$ cat src/hw/rtl/sbh_pkg.sv
// Shared constants and status types for the string bucket hash block.
`timescale 1ns / 1ps
`default_nettype none

package sbh_pkg;

    localparam int ACC_BITS_DEF  = 64;
    localparam int CHAR_BITS_DEF = 16;
    localparam int UNIT_BITS     = 16;
    localparam int SIZE_BITS     = 31;
    localparam int DIGIT_BITS    = 16;
    localparam int SUM_BITS      = DIGIT_BITS + 6;
    localparam int HASH_MULT     = 37;

    localparam logic [SIZE_BITS-1:0] TABLE_SIZE_RESET = SIZE_BITS'(251);

    typedef struct packed {
        logic busy_hi;   // more than one digit left
        logic idle;
    } mac_stat_t;

    typedef struct packed {
        logic busy;      // dividing or holding a result
        logic valid;     // result held
    } rem_stat_t;

endpackage

`default_nettype wire

$ cat src/hw/rtl/string_bucket_hash.sv
// String bucket hash: polynomial hash (x37) of a code unit stream, bucketed.
//
// Input channel: one code_unit per beat (in_valid / in_stall). Nonzero units
// fold into the accumulator; a zero unit ends the key and yields one output
// beat (bucket, hash_value) on out_valid / out_stall, then the accumulator
// clears for the next key.
// Each nonzero unit multiplies the accumulator by 37 one 16-bit digit per
// cycle, LSB first; the next unit is taken on the last digit cycle, so a
// new unit can be taken before the last one is through.
// A terminator is taken on the last digit cycle or later, so the divider
// starts on the next cycle; a bit-serial restoring divider works out the
// remainder and the result then loads the output register. A stalled
// output delays the load.
// Input stalls while the divider runs or holds a result. Once the result
// moves to the output register, units of the next key are taken while it
// waits.
// table_size is written through cfg_wr_en / cfg_wr_data; the user must write
// it only while the block is idle (not enforced by the block); zero acts as
// one. Reset clears the accumulator, empties the output, table_size is 251.
`timescale 1ns / 1ps
`default_nettype none

module string_bucket_hash #(
    parameter int ACC_BITS  = sbh_pkg::ACC_BITS_DEF,
    parameter int CHAR_BITS = sbh_pkg::CHAR_BITS_DEF
) (
    input  wire                            clk,
    input  wire                            rst_n,
    input  wire                            cfg_wr_en,
    input  wire [sbh_pkg::SIZE_BITS-1:0]   cfg_wr_data,
    input  wire                            in_valid,
    output logic                           in_stall,
    input  wire [sbh_pkg::UNIT_BITS-1:0]   code_unit,
    output logic                           out_valid,
    input  wire                            out_stall,
    output logic [sbh_pkg::SIZE_BITS-1:0]  bucket,
    output logic [ACC_BITS-1:0]            hash_value
);

    localparam int UNIT_W = (CHAR_BITS < sbh_pkg::UNIT_BITS) ? CHAR_BITS
                                                             : sbh_pkg::UNIT_BITS;

    logic [sbh_pkg::SIZE_BITS-1:0]  table_size_reg;
    logic                           term_pend_reg;
    logic                           out_valid_reg;
    logic [sbh_pkg::SIZE_BITS-1:0]  bucket_reg;
    logic [ACC_BITS-1:0]            hash_reg;

    logic [UNIT_W-1:0]              unit;
    logic                           accept, is_term, mac_load, rem_start, take;
    logic [ACC_BITS-1:0]            acc;
    logic [sbh_pkg::SIZE_BITS-1:0]  rem_val;
    logic [ACC_BITS-1:0]            rem_hash;
    sbh_pkg::mac_stat_t             mac_stat;
    sbh_pkg::rem_stat_t             rem_stat;

    assign unit      = code_unit[UNIT_W-1:0];
    assign is_term   = unit == '0;
    assign in_stall  = mac_stat.busy_hi || term_pend_reg || rem_stat.busy;
    assign accept    = in_valid && !in_stall;
    assign mac_load  = accept && !is_term;
    assign rem_start = term_pend_reg && mac_stat.idle;
    assign take      = rem_stat.valid && (!out_valid_reg || !out_stall);

    sbh_mac #(
        .ACC_BITS (ACC_BITS)
    ) u_mac (
        .clk   (clk),
        .rst_n (rst_n),
        .load  (mac_load),
        .unit  (sbh_pkg::DIGIT_BITS'(unit)),
        .clr   (rem_start),
        .acc   (acc),
        .stat  (mac_stat)
    );

    sbh_rem #(
        .ACC_BITS (ACC_BITS)
    ) u_rem (
        .clk          (clk),
        .rst_n        (rst_n),
        .start        (rem_start),
        .dividend     (acc),
        .divisor      (table_size_reg),
        .take         (take),
        .remainder    (rem_val),
        .dividend_out (rem_hash),
        .stat         (rem_stat)
    );

    always_ff @(posedge clk or negedge rst_n)
    begin
        if (!rst_n)
        begin
            table_size_reg <= sbh_pkg::TABLE_SIZE_RESET;
            term_pend_reg  <= 1'b0;
            out_valid_reg  <= 1'b0;
        end
        else
        begin
            if (cfg_wr_en)
                table_size_reg <= cfg_wr_data;
            if (rem_start)
                term_pend_reg <= 1'b0;
            else if (accept && is_term)
                term_pend_reg <= 1'b1;
            if (take)
                out_valid_reg <= 1'b1;
            else if (!out_stall)
                out_valid_reg <= 1'b0;
        end
    end

    always_ff @(posedge clk)
    begin
        if (take)
        begin
            bucket_reg <= rem_val;
            hash_reg   <= rem_hash;
        end
    end

    assign out_valid  = out_valid_reg;
    assign bucket     = bucket_reg;
    assign hash_value = hash_reg;

endmodule

`default_nettype wire

$ cat src/hw/rtl/sbh_mac.sv
// Digit-serial multiply-by-37 accumulate; holds the hash accumulator.
`timescale 1ns / 1ps
`default_nettype none

module sbh_mac #(
    parameter int ACC_BITS = sbh_pkg::ACC_BITS_DEF
) (
    input  wire                             clk,
    input  wire                             rst_n,
    input  wire                             load,
    input  wire [sbh_pkg::DIGIT_BITS-1:0]   unit,
    input  wire                             clr,
    output logic [ACC_BITS-1:0]             acc,
    output sbh_pkg::mac_stat_t              stat
);

    localparam int DIG   = sbh_pkg::DIGIT_BITS;
    localparam int NDIG  = (ACC_BITS + DIG - 1) / DIG;
    localparam int PAD   = NDIG * DIG;
    localparam int CNT_W = $clog2(NDIG + 1);

    logic [PAD-1:0]                   sh_reg, sh_next, step_sh;
    logic [DIG-1:0]                   carry_reg, carry_next;
    logic [CNT_W-1:0]                 cnt_reg, cnt_next;
    logic [sbh_pkg::SUM_BITS-1:0]     sum;

    assign sum = sbh_pkg::SUM_BITS'(sh_reg[DIG-1:0])
               * sbh_pkg::SUM_BITS'(sbh_pkg::HASH_MULT)
               + sbh_pkg::SUM_BITS'(carry_reg);
    assign step_sh = {sum[DIG-1:0], sh_reg[PAD-1:DIG]};

    always_comb
    begin
        sh_next    = sh_reg;
        carry_next = carry_reg;
        cnt_next   = cnt_reg;
        if (clr)
        begin
            sh_next = '0;
        end
        else if (cnt_reg != '0)
        begin
            // last digit drops bits above the accumulator width
            if (cnt_reg == CNT_W'(1))
                sh_next = PAD'(step_sh[ACC_BITS-1:0]);
            else
                sh_next = step_sh;
            carry_next = DIG'(sum >> DIG);
            cnt_next   = cnt_reg - CNT_W'(1);
        end
        if (load)
        begin
            carry_next = unit;
            cnt_next   = CNT_W'(NDIG);
        end
    end

    always_ff @(posedge clk or negedge rst_n)
    begin
        if (!rst_n)
        begin
            sh_reg    <= '0;
            cnt_reg   <= '0;
            carry_reg <= '0;
        end
        else
        begin
            sh_reg    <= sh_next;
            cnt_reg   <= cnt_next;
            carry_reg <= carry_next;
        end
    end

    assign acc          = sh_reg[ACC_BITS-1:0];
    assign stat.busy_hi = cnt_reg > CNT_W'(1);
    assign stat.idle    = cnt_reg == '0;

endmodule

`default_nettype wire

$ cat src/hw/rtl/sbh_rem.sv
// Bit-serial restoring remainder of the accumulator by the table size.
`timescale 1ns / 1ps
`default_nettype none

module sbh_rem #(
    parameter int ACC_BITS = sbh_pkg::ACC_BITS_DEF
) (
    input  wire                            clk,
    input  wire                            rst_n,
    input  wire                            start,
    input  wire [ACC_BITS-1:0]             dividend,
    input  wire [sbh_pkg::SIZE_BITS-1:0]   divisor,
    input  wire                            take,
    output logic [sbh_pkg::SIZE_BITS-1:0]  remainder,
    output logic [ACC_BITS-1:0]            dividend_out,
    output sbh_pkg::rem_stat_t             stat
);

    localparam int SB    = sbh_pkg::SIZE_BITS;
    localparam int CNT_W = $clog2(ACC_BITS + 1);

    logic [ACC_BITS-1:0]  dvd_reg;
    logic [SB-1:0]        rem_reg;
    logic [SB-1:0]        dsr_reg;
    logic [CNT_W-1:0]     cnt_reg;
    logic                 full_reg;
    logic [SB:0]          shifted;
    logic [SB:0]          diff;

    assign shifted = {rem_reg, dvd_reg[ACC_BITS-1]};
    assign diff    = shifted - {1'b0, dsr_reg};

    always_ff @(posedge clk or negedge rst_n)
    begin
        if (!rst_n)
        begin
            cnt_reg  <= '0;
            full_reg <= 1'b0;
        end
        else if (start)
        begin
            cnt_reg <= CNT_W'(ACC_BITS);
        end
        else if (cnt_reg != '0)
        begin
            cnt_reg <= cnt_reg - CNT_W'(1);
            if (cnt_reg == CNT_W'(1))
                full_reg <= 1'b1;
        end
        else if (take)
        begin
            full_reg <= 1'b0;
        end
    end

    always_ff @(posedge clk)
    begin
        if (start)
        begin
            dvd_reg <= dividend;
            rem_reg <= '0;
            dsr_reg <= (divisor == '0) ? SB'(1) : divisor;
        end
        else if (cnt_reg != '0)
        begin
            // rotate so the dividend is back in place when done
            dvd_reg <= {dvd_reg[ACC_BITS-2:0], dvd_reg[ACC_BITS-1]};
            if (shifted >= {1'b0, dsr_reg})
                rem_reg <= diff[SB-1:0];
            else
                rem_reg <= shifted[SB-1:0];
        end
    end

    assign remainder    = rem_reg;
    assign dividend_out = dvd_reg;
    assign stat.busy    = (cnt_reg != '0) || full_reg;
    assign stat.valid   = full_reg;

endmodule

`default_nettype wire

$ cat config.mk
export PLATFORM = sky130hd
export DESIGN_NAME = string_bucket_hash
export DESIGN_NICKNAME = d
export VERILOG_FILES = /design/src/hw/rtl/sbh_pkg.sv /design/src/hw/rtl/string_bucket_hash.sv /design/src/hw/rtl/sbh_mac.sv /design/src/hw/rtl/sbh_rem.sv
export SDC_FILE = /design/constraint.sdc
export NUM_CORES = 1
export LEC_CHECK = 0
export BUFFER_PORTS_ARGS = -buffer_cell sky130_fd_sc_hd__buf_2
export CELL_PAD_IN_SITES_DETAIL_PLACEMENT = 1
export CELL_PAD_IN_SITES_GLOBAL_PLACEMENT = 2
export CORE_ASPECT_RATIO = 1.25
export CORE_MARGIN = 2
export CORE_UTILIZATION = 36
export DETAILED_ROUTE_END_ITERATION = 8
export PLACE_DENSITY = 0.82
export SYNTH_ARGS = -nofsm -noshare
export SYNTH_HDL_FRONTEND = slang
export SYNTH_SLANG_ARGS = --single-unit
export TNS_END_PERCENT = 30
$ cat constraint.sdc
create_clock -name clk -period 4.38 [get_ports clk]
set_input_delay 0.219 -clock clk [delete_from_list [all_inputs] [get_ports clk]]
set_output_delay 0.219 -clock clk [all_outputs]
set_load 0.02 [all_outputs]
### Yosys cells after proc, flatten, opt, wreduce, memory -nomap -nowiden

Cells that the tools add are included.

* add/sub/neg operators: 4
* multiply operators: 1
* magnitude comparators: 2
* equal/unequal tests: 4
* muxes and demuxes: 20
* bitwise logic cells: 1
* reduce and logical (&&, ||, !) cells: 25

Operators by type and width (number)
* 64-bit 2-to-1 mux: 4
* 16-bit 2-to-1 mux: 3
* 32-bit by 31-bit greater-or-equal comparator with 1-bit output: 1
* 31-bit logical NOT: 1
* 31-bit 2-to-1 mux: 1
* 31-bit subtractor: 1
* 22-bit by 16-bit adder with 22-bit output: 1
* 16-bit by 6-bit multiplier with 22-bit output, second input constant: 1
* 16-bit logical NOT: 1
* 7-bit 2-to-1 mux: 2
* 2-bit nonzero test: 5
* 3-bit 2-to-1 mux: 3
* 7-bit by 1-bit == test with 1-bit output, second input constant: 1
* 1-bit 2-to-1 mux: 7
* 7-bit nonzero test: 1
* 7-bit by 1-bit subtractor with 7-bit output, second input constant: 1
* 1-bit logical AND: 5
* 1-bit logical NOT: 4
* 1-bit logical OR: 4
* 2-bit by 1-bit inequality test with 1-bit output, second input constant: 2
* 3-bit by 1-bit > comparator with 1-bit output, second input constant: 1
* 3-bit logical NOT: 1
* 3-bit AND reduction: 1
* 3-bit nonzero test: 1
* other kinds (4): 4

* bits in registers: 345
* input bits: 52
* output and inout bits: 97
* logic and storage cells: 70

### Longest topological paths before layout

Gate-level depths: netlist of the first run.

* word-level depth: 8
* gate-level depth with buffers: 16

### Cells and area by module

Synthesis of the first run repeated with hierarchy kept, for this count alone.

* cell total of the unflattened synthesis: 1476
* area total of the unflattened synthesis: 17110.2 µm²

Modules (own cells, without submodules)
* sbh_rem: times used 1, cells an instance 692, area an instance 7487.2 µm², seq. area each 3673.5 µm²
* sbh_mac: times used 1, cells an instance 608, area an instance 5471.5 µm², seq. area each 2077.0 µm²
* string_bucket_hash: times used 1, cells an instance 176, area an instance 4151.5 µm², seq. area each 3687.3 µm²

### Worst setup path after synthesis of the first run

No wires, ideal clock.

* path type: flip-flop to flip-flop
* from: register u_mac.sh_reg[7] (netlist: u_mac.acc[7])
* to: register u_mac.carry_reg[4]
* library setup time: 0.129 ns
* arrival time: 4.067 ns
* data required time: 4.251 ns
* path slack: 0.184 ns
* stages on the path, launching flop included: 17
* buffers on the path: 0
* period minus slack after synthesis: 4.196 ns
* path through: dfrtp_1 ha_1 ha_1 fa_1 inv_1 fa_1 inv_1 ha_1 a21oi_1 o21ai_0 or3_1 o221ai_1 a21oi_1 o41ai_1 o21ai_0 nor4_1 nor3b_1

* word-level cells in the longest chain between the ends: 5

RTL lines
* start, declared: RTL line sbh_mac.sv:22 `logic [PAD-1:0] sh_reg, sh_next, step_sh;`
* start signal, assigned: RTL line sbh_mac.sv:68 `sh_reg <= sh_next;`
* 16-bit by 6-bit multiplier with 22-bit output: RTL line sbh_mac.sv:28 `* sbh_pkg::SUM_BITS'(sbh_pkg::HASH_MULT)`
* 22-bit by 16-bit adder with 22-bit output: RTL line sbh_mac.sv:29 `+ sbh_pkg::SUM_BITS'(carry_reg);`
* 16-bit 2-to-1 mux: RTL line sbh_mac.sv:41 `else if (cnt_reg != '0)`
* 16-bit 2-to-1 mux: RTL line sbh_mac.sv:37 `if (clr)`
* 16-bit 2-to-1 mux: RTL line sbh_mac.sv:51 `if (load)`
* end signal, assigned: RTL line sbh_mac.sv:70 `carry_reg <= carry_next;`
* end, declared: RTL line sbh_mac.sv:23 `logic [DIG-1:0] carry_reg, carry_next;`

Every way passes these cells. The select of a mux whose other input is x is not followed.
A chain may end at the register's enable or synchronous reset.

### Final worst setup path of the first run

* from: register u_mac.sh_reg[7] (netlist: u_mac.acc[7])
* to: register u_mac.carry_reg[2]

Same word-level chain as after synthesis.

==> results.sh, run 1 <==
export IMPL_status="finished, final reports clean"
export IMPL_hold_end="term_pend_reg"
export IMPL_core_area_mm2=0.0469
export IMPL_ys_flop_type="edfxtp_1"
export IMPL_finalSetupViolations=0
export IMPL_min_period_ns=4.27
export IMPL_synth_nets=1764
export IMPL_r2r_start="u_mac.acc[7]"
export IMPL_first_global_vias=13199
export IMPL_layout_commonest_cell="nand2_1"
export IMPL_max_freq_mhz=234
export IMPL_yosys_area_top_type="edfxtp_1"
export IMPL_topRoutingLayerUsed="met4"
export IMPL_crit_path_max_fanout=4
export IMPL_dpl_cell_count=2305
export IMPL_nets=1934
export IMPL_slew_headroom=0.377
export IMPL_power_total_mw=7.66
export IMPL_ant_nets=0
export IMPL_path_buf_inv=3
export IMPL_grt_max_degree=86
export IMPL_hold_viol=0
export IMPL_setup_slack_ns=0.114
export IMPL_p_comb_frac=0.127
export IMPL_critical_path_class="flop to flop"
export IMPL_critPathSlowestCell="fa_1"
export IMPL_hp_class="input pin to flop"
export IMPL_fin_util=0.431
export IMPL_clock_sinks=345
export IMPL_clockPowerShare=0.400
export IMPL_clk_latency_ns=0.55
export IMPL_synth_top_area_share=0.336
export IMPL_synthDistinctLibCells=65
export IMPL_mostFrequentLayoutCells="nand2_1 (386), edfxtp_1 (190), buf_2 (147)"
export IMPL_synthTopCellsByArea="edfxtp_1 (34%), dfrtp_1 (17%), nand2_1 (8.6%)"
export IMPL_slowest_delay_ns=0.53
export IMPL_vias=12215
export IMPL_cp_required_ns=4.85
export IMPL_r2r_slack_ns=0.11
export IMPL_ys_warn_count=0
export IMPL_holdWs_ns=0.0356
export IMPL_dr_pass1_iters=4
export IMPL_rr_endpoint="u_mac.carry_reg[2]"
export IMPL_startpoint_type="flop"
export IMPL_antenna_found_initial=0
export IMPL_std_cell_rows=89
export IMPL_gp_congestion=0.848
export IMPL_drt_wirelength_per_cell_um=19.2
export IMPL_hp_start="in_valid"
export IMPL_skew_ns=0.0142
export IMPL_cp_arrival_ns=4.74
export IMPL_ir_drop_uv=234
export IMPL_switching_share=0.257
export IMPL_ys_async_sr_fraction=0.359
export IMPL_cp_cell_sequence="ha_4, ha_4, fa_1, inv_1, fa_1, inv_2, ha_4, a21oi_2, o21ai_2, or3_4, o221ai_4, a21oi_2, o41ai_2, buf_4, xnor2_1, nand2_1, a21oi_2"
export IMPL_drive_gt1_frac=0.175
export IMPL_fin_crit_sh=0.974
export IMPL_postSynthAreaPerCell_um2=10.7
export IMPL_portBuffers=148
export IMPL_drtIter0Drc=519
export IMPL_fin_area_mm2=0.0202
export IMPL_setup_tns_ns=0
export IMPL_hold_depth=3
export IMPL_clk_pin_slew_ns=0.06
export IMPL_worst_pin_slew_ns=0.934
export IMPL_fillers=5110
export IMPL_wl_met3_mm=1.37
export IMPL_die_x_um=198
export IMPL_drv_slew=0
export IMPL_power_switching_mw=1.96
export IMPL_dieArea_mm2=0.0490
export IMPL_leakage_nw=9.14
export IMPL_dp_hpwl_mm=32.8
export IMPL_drc=0
export IMPL_syn_area_mm2=0.0170
export IMPL_synthCells=1591
export IMPL_cts_tree="done"
export IMPL_syn2layout_area_growth_pct=18.8
export IMPL_placed_cell_area_mm2=0.0184
export IMPL_grt_overflow=0
export IMPL_p_seq_frac=0.473
export IMPL_critPathTopFamily="adder cells"
export IMPL_grt_usage=0.192
export IMPL_place_ws_ns=-0.0253
export IMPL_htreeDepth=2
export IMPL_ys_ff_latch=345
export IMPL_crit_cells=17
export IMPL_antenna_cells=0
export IMPL_reg2reg_depth=17
export IMPL_p_int_mw=5.69
export IMPL_wl_met1_mm=18.9
export IMPL_synth_edff_count=190
export IMPL_finalNonFillerCells=2427
export IMPL_vias_per_cell=5.03
export IMPL_wl_met2_mm=24.4
export IMPL_grt_first_pass_wirelength_mm=72.7
export IMPL_setup_worst_path_end_class="flop"
export IMPL_ios=149
export IMPL_power_density_mw_per_mm2=379
export IMPL_clockBufferDepth=3
export IMPL_drv_cap=0
export IMPL_cts_buffers=38
export IMPL_die_h_um=247
export IMPL_drt_wl_total_mm=46.5
export IMPL_initial_core_util=0.363
export IMPL_cts_root_buffer="clkbuf_16"
export IMPL_ys_seq_area_frac=0.555
-- worst register-to-register path: stages (launching register included) --
cell      delay [ns]
dfrtp_2         0.46
ha_4            0.29
ha_4            0.19
fa_1            0.53
inv_1           0.06
fa_1            0.53
inv_2           0.06
ha_4            0.24
a21oi_2         0.16
o21ai_2         0.08
or3_4           0.38
o221ai_4        0.23
a21oi_2         0.11
o41ai_2         0.34
buf_4           0.17
xnor2_1         0.10
nand2_1         0.09
a21oi_2         0.16
-- repair_timing --
action / CTS / global route
gates resized for setup: 2 / 28
setup endpoints to repair: 2 / 4
pin swaps: 0 / 8
buffers inserted: 0 / 6
hold endpoints to repair: 95 / 0
hold buffers: 47 / 0
-- worst max-delay path by stage --
stage / endpoint / start / slack (ns)
finish: u_mac.carry_reg[2] / u_mac.acc[7] / 0.11
global route: u_mac.carry_reg[2] / u_mac.acc[5] / -0.07
CTS: u_mac.carry_reg[4] / u_mac.acc[7] / 0.05
detailed placement: u_mac.carry_reg[4] / u_mac.acc[7] / -0.03
global placement: u_mac.carry_reg[2] / u_mac.acc[7] / 0.05
floorplan: u_mac.carry_reg[4] / u_mac.acc[7] / 0.18
-- cell usage after synthesis, drive strengths merged (3+ instances only) --
cell type / number
o21a: 6
o211ai: 10
a21boi: 3
nor4: 17
nand4: 14
clkbuf: 81
nor2: 58
and3: 6
o31ai: 13
mux2: 31
nand3b: 63
nor3b: 3
a311oi: 11
mux2i: 9
dfrtp: 117
ha: 96
nand2b: 6
xnor2: 21
dfxtp: 31
nor2b: 5
nor3: 16
fa: 25
buf: 15
a21oi: 65
a211oi: 6
inv: 107
and2: 5
xor2: 20
nand3: 23
dfstp: 7
a41oi: 3
a21o: 18
edfxtp: 190
o21ai: 60
nand2: 388
a31oi: 10
or3: 7
or2: 4
-- power by group through the flow --
stage | clock network [mW] | registers, mW | logic (mW)
3_3_place_gp | 0 | 3.69 | 0.908
4_1_cts | 3.15 | 3.63 | 0.979
6_report | 3.06 | 3.62 | 0.970
5_1_grt | 3.27 | 3.64 | 1.08
3_5_place_dp | 0 | 3.69 | 0.941
2_1_floorplan | 0 | 3.65 | 0.741
-- metal layers --
metal  GRT usage  up-vias
li1            -     5807
met4      0.0765        0
met3      0.0267       80
met2       0.351      197
met1       0.226     6131
met5           0        -
-- kinds of logic after synthesis --
kind of cell | after synthesis | synth area share
compound gates | 224 | 0.0857
buf+inv | 203 | 0.0470
mux | 40 | 0.0258
xor+xnor | 41 | 0.0211
fa+ha+maj | 121 | 0.100
simple gates | 617 | 0.165
flops | 345 | 0.555
-- final cells by class --
type                       instances  area [um^2]  area share
multi-input combinational       1043         6940       0.344
timing repair buffer             226         1450      0.0716
clock inverter                    11         90.1     0.00446
tap                              637          797      0.0395
inverter                         107          404      0.0200
clock buffer                      58         1070      0.0529
sequential                       345         9440       0.468
(Power assumes the default switching activity.)
==> run 2: changes to the inputs <==
- BUFFER_PORTS_ARGS: -buffer_cell sky130_fd_sc_hd__buf_2 -> not set
- CORE_UTILIZATION: 36 -> 37
- DONT_BUFFER_PORTS: not set -> 1
- PLACE_DENSITY: 0.82 -> 0.79
==> run 2 against run 1 <==
  * Sequential power hardly changed
  * Setup slack gained 0.086 ns
  * Register-to-register slack better by 0.09 ns
  * Largest cell class unchanged
  * First-iteration DRC count up 7.5%
  * Clock power grew 4%
  * Final cell count is 7.0% lower
  * Die area decreased by 2.7%
  * Clock skew increased by 0.013 ns
  * Design area is 2.0% lower
==> results.sh, run 2 (synthesis gave the netlist of run 1 again) <==
export IMPL_place_ws_ns=-0.0779
export IMPL_hp_class="input pin to flop"
export IMPL_clockBufferDepth=3
export IMPL_cts_buffers=38
export IMPL_finalSetupViolations=0
export IMPL_drtIter0Drc=558
export IMPL_hold_viol=0
export IMPL_worst_pin_slew_ns=0.976
export IMPL_vias_per_cell=5.19
export IMPL_nets=1822
export IMPL_portBuffers=0
export IMPL_cts_root_buffer="clkbuf_16"
export IMPL_initial_core_util=0.375
export IMPL_slew_headroom=0.350
export IMPL_crit_path_max_fanout=5
export IMPL_critical_path_class="flop to flop"
export IMPL_drive_gt1_frac=0.0965
export IMPL_setup_slack_ns=0.200
export IMPL_fin_crit_sh=0.954
export IMPL_drt_wirelength_per_cell_um=20.3
export IMPL_min_period_ns=4.18
export IMPL_placed_cell_area_mm2=0.0176
export IMPL_vias=11715
export IMPL_layout_commonest_cell="nand2_1"
export IMPL_dr_pass1_iters=4
export IMPL_clk_latency_ns=0.57
export IMPL_grt_first_pass_wirelength_mm=72.6
export IMPL_antenna_cells=0
export IMPL_clk_pin_slew_ns=0.06
export IMPL_syn2layout_area_growth_pct=16.4
export IMPL_core_area_mm2=0.0453
export IMPL_ant_nets=0
export IMPL_std_cell_rows=87
export IMPL_startpoint_type="flop"
export IMPL_grt_overflow=0
export IMPL_fin_area_mm2=0.0198
export IMPL_ir_drop_uv=234
export IMPL_clock_sinks=345
export IMPL_leakage_nw=8.77
export IMPL_dp_hpwl_mm=32.4
export IMPL_setup_worst_path_end_class="flop"
export IMPL_cts_tree="done"
export IMPL_ios=149
export IMPL_power_density_mw_per_mm2=395
export IMPL_die_h_um=244
export IMPL_die_x_um=196
export IMPL_drv_slew=0
export IMPL_rsz0062_at_grt="no"
export IMPL_cp_arrival_ns=4.65
export IMPL_status="finished, final reports clean"
export IMPL_cp_required_ns=4.85
export IMPL_mostFrequentLayoutCells="nand2_1 (386), edfxtp_1 (190), dfrtp_1 (115)"
export IMPL_dieArea_mm2=0.0477
export IMPL_grt_max_degree=125
export IMPL_drc=0
export IMPL_first_global_vias=12886
export IMPL_antenna_found_initial=1
export IMPL_drv_cap=0
export IMPL_drt_wl_total_mm=45.7
export IMPL_gp_congestion=0.857
export IMPL_skew_ns=0.0275
export IMPL_max_freq_mhz=239
export IMPL_grt_usage=0.196
export IMPL_htreeDepth=2
## run 2: changes by cell type in the layout (fill, tap and decap cells not counted), sizes merged
cell         change
buf            -147
dlygate4sd3     +35
clkbuf           -6
clkinv           +4
bufinv           +2
inv              +1
## run 2: routing by layer
metal	track usage	vias to the layer above	part of all wire
met5	0	-	0.00024
met4	0.0766	2	0.033
met3	0.0267	72	0.030
met2	0.367	193	0.54
met1	0.225	5861	0.40
li1	-	5587	-
## run 2: area by class of cell
type	count	area, um^2
fill	4915	25500
clock buffer	52	1040
tap	578	723
sequential	345	9440
timing repair buffer	114	1110
multi-input combinational	1043	6880
inverter	107	404
clock inverter	18	185
## run 2: repair_timing
action	CTS	global route
pin swaps	2	5
setup buffers	1	2
hold buffers	83	0
hold endpoints to repair	173	0
gates resized for setup	5	16
setup endpoints to repair	2	5
## run 2: path summary, 6_finish.rpt
kind                                         from            endpoint  slack (ns)  cells past startpoint
max                                  u_mac.acc[4]  u_mac.carry_reg[2]        0.20                     17
min                                      in_valid    u_mac.cnt_reg[2]        0.15                      2
max reg2reg                          u_mac.acc[4]  u_mac.carry_reg[2]        0.20                     17
min reg2reg                u_rem.dividend_out[54]      hash_value[54]        0.43                      0
max in group asynchronous                   rst_n  u_mac.carry_reg[4]        3.53                      2
min in group asynchronous                   rst_n       u_mac.acc[14]        0.27                      2
## run 2: stage by stage
step                      hold WS, ns  setup TNS (ns)  instances  total power [mW]   util
after global routing            0.154               0       2257              8.15  0.437
final                           0.149               0       2257              7.81  0.437
after CTS                       0.118               0       2255              7.92  0.435
after floorplan               -0.0766               0       1591              4.39      -
after detailed placement      -0.0687          -0.120       2101              4.58  0.388
after global placement        -0.0682               0       2101              4.55  0.388
## run 2: power breakdown
part / switching, mW / leakage (nW) / internal [mW]
Combinational: 0.547 / 4.39 / 0.441
Sequential: 0.104 / 3.78 / 3.53
Clock: 1.33 / 0.603 / 1.86
Total: 1.98 / 8.77 / 5.83
## run 2: critical path, cell delays in order (launching register included)
cell	delay [ns]
dfrtp_2	0.46
ha_1	0.31
ha_1	0.27
inv_1	0.05
fa_1	0.50
fa_1	0.52
inv_1	0.05
ha_2	0.21
a21oi_2	0.15
o21ai_1	0.08
or3_1	0.32
o221ai_2	0.21
a21oi_2	0.11
o41ai_2	0.30
buf_4	0.18
xnor2_1	0.12
nand2_1	0.08
a21oi_1	0.16
